**config.mk**
```make
export PLATFORM = sky130hd
export DESIGN_NAME = hdrf_ctrl
export DESIGN_NICKNAME = d
export VERILOG_FILES = /design/src/hw/rtl/hdrf_pkg.sv /design/src/hw/rtl/hdrf_ctrl.sv
export SDC_FILE = /design/constraint.sdc
export NUM_CORES = 1
export LEC_CHECK = 0
export BUFFER_PORTS_ARGS = -buffer_cell sky130_fd_sc_hd__buf_2
export CAP_MARGIN = 25
export CORE_UTILIZATION = 47
export CTS_BUF_LIST = sky130_fd_sc_hd__clkbuf_8
export DETAILED_ROUTE_END_ITERATION = 6
export PLACE_DENSITY = 0.86
export REMOVE_ABC_BUFFERS = 1
export SLEW_MARGIN = 20
export SYNTH_ARGS = -nofsm -noshare
export SYNTH_HDL_FRONTEND = slang
export SYNTH_SLANG_ARGS = --single-unit
```
**constraint.sdc**
```tcl
create_clock -name clk_i -period 2.08 [get_ports clk_i]
set_input_delay 0.416 -clock clk_i [delete_from_list [all_inputs] [get_ports clk_i]]
set_output_delay 0.416 -clock clk_i [all_outputs]
set_load 0.01 [all_outputs]
```
**src/hw/rtl/hdrf_pkg.sv**
```systemverilog
// Package with shared types and constants for the HDRF edge partitioner.
package hdrf_pkg;

  // Field and register widths fixed by the interface.
  localparam int unsigned VID_W      = 16;
  localparam int unsigned PART_OUT_W = 4;
  localparam int unsigned ACT_W      = 5;
  localparam int unsigned CAP_W      = 32;
  localparam int unsigned BW_W       = 16;
  localparam int unsigned EPS_W      = 8;
  localparam int unsigned CNT_W      = 32;
  localparam int unsigned CFG_IDX_W  = 2;
  localparam int unsigned CFG_DATA_W = 32;

  // Fractional bits of the balance weight.
  localparam int unsigned WEIGHT_FRAC = 8;

  // Saturation value of degree and load counters.
  localparam logic [CNT_W-1:0] CNT_MAX = {CNT_W{1'b1}};

  // Register indexes on the configuration port.
  localparam logic [CFG_IDX_W-1:0] CFG_ACTIVE  = 2'd0;
  localparam logic [CFG_IDX_W-1:0] CFG_CAP     = 2'd1;
  localparam logic [CFG_IDX_W-1:0] CFG_WEIGHT  = 2'd2;
  localparam logic [CFG_IDX_W-1:0] CFG_EPSILON = 2'd3;

  // Register reset values.
  localparam logic [ACT_W-1:0] ACT_RST = 5'd16;
  localparam logic [CAP_W-1:0] CAP_RST = 32'hFFFF_FFFF;
  localparam logic [BW_W-1:0]  BW_RST  = 16'd282;
  localparam logic [EPS_W-1:0] EPS_RST = 8'd1;

  // Operand selection of the shared divider.
  typedef enum logic [1:0] {
    DIV_GAIN_U,
    DIV_GAIN_V,
    DIV_BAL
  } div_sel_e;

  // Commands from the controller to the datapath.
  typedef struct packed {
    logic     clr_en;
    logic     load_ids;
    logic     red_step;
    logic     rd_v;
    logic     wr_u;
    logic     wr_v;
    logic     scan_clr;
    logic     min_clr;
    logic     min_step;
    logic     scan_inc;
    logic     div_start;
    div_sel_e div_sel;
    logic     cap_gu;
    logic     cap_gv;
    logic     mul;
    logic     cmp;
    logic     commit_u;
    logic     commit_v;
  } cmd_t;

  // Status from the datapath to the controller.
  typedef struct packed {
    logic clr_last;
    logic red_last;
    logic np_zero;
    logic scan_last;
    logic div_done;
    logic out_free;
  } sts_t;

endpackage

```
**src/hw/rtl/hdrf_ctrl.sv**
```systemverilog
// Controller state machine sequencing one edge through the datapath.
module hdrf_ctrl (
  input  logic            clk_i,
  input  logic            rst_ni,
  input  logic            in_valid_i,
  output logic            in_ready_o,
  input  hdrf_pkg::sts_t  sts_i,
  output hdrf_pkg::cmd_t  cmd_o
);

  localparam logic [4:0] S_CLEAR    = 5'd0;
  localparam logic [4:0] S_IDLE     = 5'd1;
  localparam logic [4:0] S_REDUCE   = 5'd2;
  localparam logic [4:0] S_RD_U     = 5'd3;
  localparam logic [4:0] S_WR_U     = 5'd4;
  localparam logic [4:0] S_RD_V     = 5'd5;
  localparam logic [4:0] S_WR_V     = 5'd6;
  localparam logic [4:0] S_MIN      = 5'd7;
  localparam logic [4:0] S_GU_GO    = 5'd8;
  localparam logic [4:0] S_GU_WAIT  = 5'd9;
  localparam logic [4:0] S_GV_GO    = 5'd10;
  localparam logic [4:0] S_GV_WAIT  = 5'd11;
  localparam logic [4:0] S_BAL_GO   = 5'd12;
  localparam logic [4:0] S_BAL_WAIT = 5'd13;
  localparam logic [4:0] S_MUL      = 5'd14;
  localparam logic [4:0] S_CMP      = 5'd15;
  localparam logic [4:0] S_COMMIT_U = 5'd16;
  localparam logic [4:0] S_COMMIT_V = 5'd17;

  logic [4:0] state_q, state_d;

  always_ff @(posedge clk_i or negedge rst_ni) begin
    if (!rst_ni) state_q <= S_CLEAR;
    else state_q <= state_d;
  end

  // Next state and command decode.
  always_comb begin
    state_d       = state_q;
    cmd_o         = '0;
    cmd_o.div_sel = hdrf_pkg::DIV_BAL;
    in_ready_o    = 1'b0;
    unique case (state_q)
      S_CLEAR: begin
        cmd_o.clr_en = 1'b1;
        if (sts_i.clr_last) state_d = S_IDLE;
      end
      S_IDLE: begin
        in_ready_o = 1'b1;
        if (in_valid_i) begin
          cmd_o.load_ids = 1'b1;
          state_d        = S_REDUCE;
        end
      end
      S_REDUCE: begin
        cmd_o.red_step = 1'b1;
        if (sts_i.red_last) state_d = S_RD_U;
      end
      S_RD_U: state_d = S_WR_U;
      S_WR_U: begin
        cmd_o.wr_u = 1'b1;
        state_d    = S_RD_V;
      end
      S_RD_V: begin
        cmd_o.rd_v = 1'b1;
        state_d    = S_WR_V;
      end
      S_WR_V: begin
        cmd_o.rd_v     = 1'b1;
        cmd_o.wr_v     = 1'b1;
        cmd_o.scan_clr = 1'b1;
        cmd_o.min_clr  = 1'b1;
        state_d        = sts_i.np_zero ? S_COMMIT_U : S_MIN;
      end
      S_MIN: begin
        cmd_o.min_step = 1'b1;
        cmd_o.scan_inc = 1'b1;
        if (sts_i.scan_last) begin
          cmd_o.scan_clr = 1'b1;
          state_d        = S_GU_GO;
        end
      end
      S_GU_GO: begin
        cmd_o.div_sel   = hdrf_pkg::DIV_GAIN_U;
        cmd_o.div_start = 1'b1;
        state_d         = S_GU_WAIT;
      end
      S_GU_WAIT: begin
        cmd_o.div_sel = hdrf_pkg::DIV_GAIN_U;
        if (sts_i.div_done) begin
          cmd_o.cap_gu = 1'b1;
          state_d      = S_GV_GO;
        end
      end
      S_GV_GO: begin
        cmd_o.div_sel   = hdrf_pkg::DIV_GAIN_V;
        cmd_o.div_start = 1'b1;
        state_d         = S_GV_WAIT;
      end
      S_GV_WAIT: begin
        cmd_o.div_sel = hdrf_pkg::DIV_GAIN_V;
        if (sts_i.div_done) begin
          cmd_o.cap_gv = 1'b1;
          state_d      = S_BAL_GO;
        end
      end
      S_BAL_GO: begin
        cmd_o.div_start = 1'b1;
        state_d         = S_BAL_WAIT;
      end
      S_BAL_WAIT: begin
        if (sts_i.div_done) state_d = S_MUL;
      end
      S_MUL: begin
        cmd_o.mul = 1'b1;
        state_d   = S_CMP;
      end
      S_CMP: begin
        cmd_o.cmp = 1'b1;
        if (sts_i.scan_last) begin
          state_d = S_COMMIT_U;
        end else begin
          cmd_o.scan_inc = 1'b1;
          state_d        = S_BAL_GO;
        end
      end
      S_COMMIT_U: begin
        if (sts_i.out_free) begin
          cmd_o.commit_u = 1'b1;
          state_d        = S_COMMIT_V;
        end
      end
      S_COMMIT_V: begin
        cmd_o.commit_v = 1'b1;
        state_d        = S_IDLE;
      end
      default: state_d = S_CLEAR;
    endcase
  end

endmodule

```
==> impl_metrics.csv <==
group,metric,value,unit
timing,fin_ws,0.09043,ns
worst_setup_path,r2r_slack,0.32,ns
final_layout,syn_to_final_growth,37.35,%
routing,antenna_left,0,
power_and_ir_drop,power,1.455,mW
logic_synthesis,netlist.top_cell.by_area,"dfrtp_1",
clock_network,cts_max_level,1,
placed_design,place_inst,124,
placed_design,place_congestion,0.8614,
run_status,run_status,"complete, no violations",
timing,max_slew.worst_pin.slew,0.3266,ns
timing,finalHoldViolations,0,
logic_synthesis,synth_area_per_cell,7.748,um2
logic_synthesis,synth-seq-cells,5,
timing,slew_headroom,78.17,%
die,top_level_ports,29,
routing,wirelength,1768,um
final_layout,largest_reg_flops,5,
power_and_ir_drop,ir_drop,0.001036,V
clock_network,post_cts.repair.setup_buffers,0,
routing,drtIter0Drc,24,
flow_run,cap_violations,0,
timing,final.setup.tns,0,ns
clock_network,cts_buffers,3,
timing,max_clock_freq,502.6,MHz
clock_network,worst_skew_pair.late_latency,0.22,ns
die,die_y,38.99,um
die,dieArea,1520,um2
global_route,grt_overflow_total,0,
clock_network,clkSlewWorstSetupHoldPaths,0.04,ns
logic_synthesis,syn_area,643.1,um2
routing,vias,756,
final_layout,n_antenna_cell,0,
worst_setup_path,timing.critical_path.fanout_max,10,
timing,skew,0.002196,ns
global_route,grt_pass1_vias,598,
timing,final.min_clock_period,1.990,ns
routing,drc,0,
final_layout,largest-register,"state_q",
logic_synthesis,synth_top_area_share,19.46,%
timing,slew_viol_final,0,
placed_design,dp_hpwl,1329,um
final_layout,fill_cells,101,
logic_synthesis,syn_inst,83,
worst_setup_path,end_kind,"primary output",
worst_setup_path,crit_path_start_kind,"flop",
timing,finalSetupViolations,0,
logic_synthesis,ys.warnings.count,0,
die,start_util,54.22,%
final_layout,fin_cells,129,
final_layout,drive_gt1_share,46.96,%
die,rows,12,
final_layout,design_area,883.3,um2
worst_setup_path,crit_arrival,1.57,ns
placed_design,placed_area,812.0,um2
final_layout,nNetsFinal,125,
global_route,grt_pass1_wl,2794,um
logic_synthesis,yosys.cell_types.count,39,
clock_network,clock_sinks,5,
global_route,antenna_found_initial,0,
clock_network,root_buffer,"clkbuf_8",
timing,hold_ws,0.5087,ns
worst_hold_path,worstHoldPathType,"input port to flop",
placed_design,preCtsSetupSlack,0.2519,ns
power_and_ir_drop,leakagePower,0.4360,nW
placed_design,numPortBuffers,28,
clock_network,max-clock-path-buffers,2,
clock_network,cts_tree,"done",
worst_setup_path,cp.required,1.66,ns
timing,period_share,95.65,%
final_layout,final_util,74.47,%
timing,rsz0062_at_grt,"no",
die,core_area,1186,um2
routing,drt_first_pass_iters,5,
global_route,grt_max_degree,12,
power_and_ir_drop,power.density,1647,nW/um2
logic_synthesis,synth.area.top_cells,"dfrtp_1, nor2_1, a221oi_4, clkbuf_1, nand2_1",
die,die_w,38.99,um
global_route,grt_usage,26.88,%
routing,wl_per_cell,13.71,um
final_layout,top_regs,"state_q x5",
logic_synthesis,seq_area_frac_synth,19.46,%
routing,via_per_inst,5.860,
worst_setup_path,worstSetupPathType,"flop to primary output",
## Yosys cell counts
library cell  number
o221a_2            1
nand2b_4           1
dfrtp_1            5
nand4b_1           1
xnor2_1            1
o2bb2ai_1          1
a211oi_1           1
and3_1             2
a21oi_1            4
nor3b_1            2
nor4b_1            1
nor4_1             1
nor2_1            13
nor3_2             1
inv_4              1
inv_1              2
a311oi_2           1
and4b_1            1
nor4b_2            1
nand3b_1           2
and2_1             2
nand2_1            6
clkbuf_1           6
nand3_1            2
o21ai_0            1
o211a_1            1
mux2_1             1
o21ai_2            1
or4_4              1
nor2b_1            2
nand2b_1           3
buf_4              1
nor3_1             4
or3b_1             1
a221oi_4           1
buf_6              1
or2_2              2
mux2i_1            2
o32ai_1            2
## cells in the final DEF (no fill, tap or decap), drive strengths merged, types with 2 or more instances in the layout
cell type  synthesis  final
a21oi              4      4
and2               2      2
and3               2      2
buf                2     35
clkbuf             6      3
dfrtp              5      5
inv                3      4
mux2i              2      2
nand2              6      6
nand2b             4      4
nand3              2      2
nand3b             2      2
nor2              13     13
nor2b              2      2
nor3               5      5
nor3b              2      2
nor4b              2      2
o21ai              2      2
o32ai              2      2
or2                2      2
## critical path, stage by stage, from the launching register on
cell	delay, ns
dfrtp_1	0.48
buf_4	0.20
or3b_1	0.39
nor2_1	0.13
buf_2	0.15
## routing by layer
layer,track usage (%),up-vias,share of wire [%]
met1,35.42,347,45
met4,10.34,0,0
met5,0,-,0
li1,-,365,-
met3,8.092,0,7.9
met2,40.42,44,47
## cells by family after synthesis
| logic type | count (synthesis) | synth area share, % |
|---|---|---|
| xor gates and xnor gates | 1 | 1.362 |
| DFF | 5 | 19.46 |
| AOI/OAI and AO/OA | 14 | 20.23 |
| muxes | 3 | 4.864 |
| and+or+nand+nor | 49 | 45.52 |
| buffers and inverters | 11 | 8.561 |
## area by class of cell
cell class                      count  area (um2)  area share [%]
Clock buffer                        3       41.29           4.674
Clock inverter                      1       3.754          0.4249
Inverter                            3       13.76           1.558
Multi-Input combinational cell     67       476.7           53.97
Sequential cell                     5       127.6           14.45
Tap cell                           14       17.52           1.983
Timing Repair Buffer               36       202.7           22.95
## worst paths after layout
kind | from | to | cells after the start
worst max-delay path | state_q[4]$_DFFE_PN0P_ | cmd_o[13] | 4
worst min-delay path | sts_i[0] | state_q[0]$_DFFE_PN0P_ | 3
worst max register to register | state_q[4]$_DFFE_PN0P_ | state_q[2]$_DFFE_PN0P_ | 4
worst min register to register | state_q[4]$_DFFE_PN0P_ | state_q[3]$_DFFE_PN0P_ | 1
max in group asynchronous | rst_ni | state_q[2]$_DFFE_PN0P_ | 2
min in group asynchronous | rst_ni | state_q[3]$_DFFE_PN0P_ | 2
## power by group
group	leakage [nW]	internal, mW	switching, mW
Sequential	0.0590	0.151	0.116
Combinational	0.350	0.472	0.535
Clock	0.0269	0.127	0.0538
Total	0.436	0.750	0.705
## timing repair
item | 4_1_cts | 5_1_grt
resized for setup | 0 | 6
endpoints found under the setup margin | 0 | 5
endpoints found under the hold margin | 3 | 0
hold buffers | 1 | 0
Power figures use the tool's default switching activity.
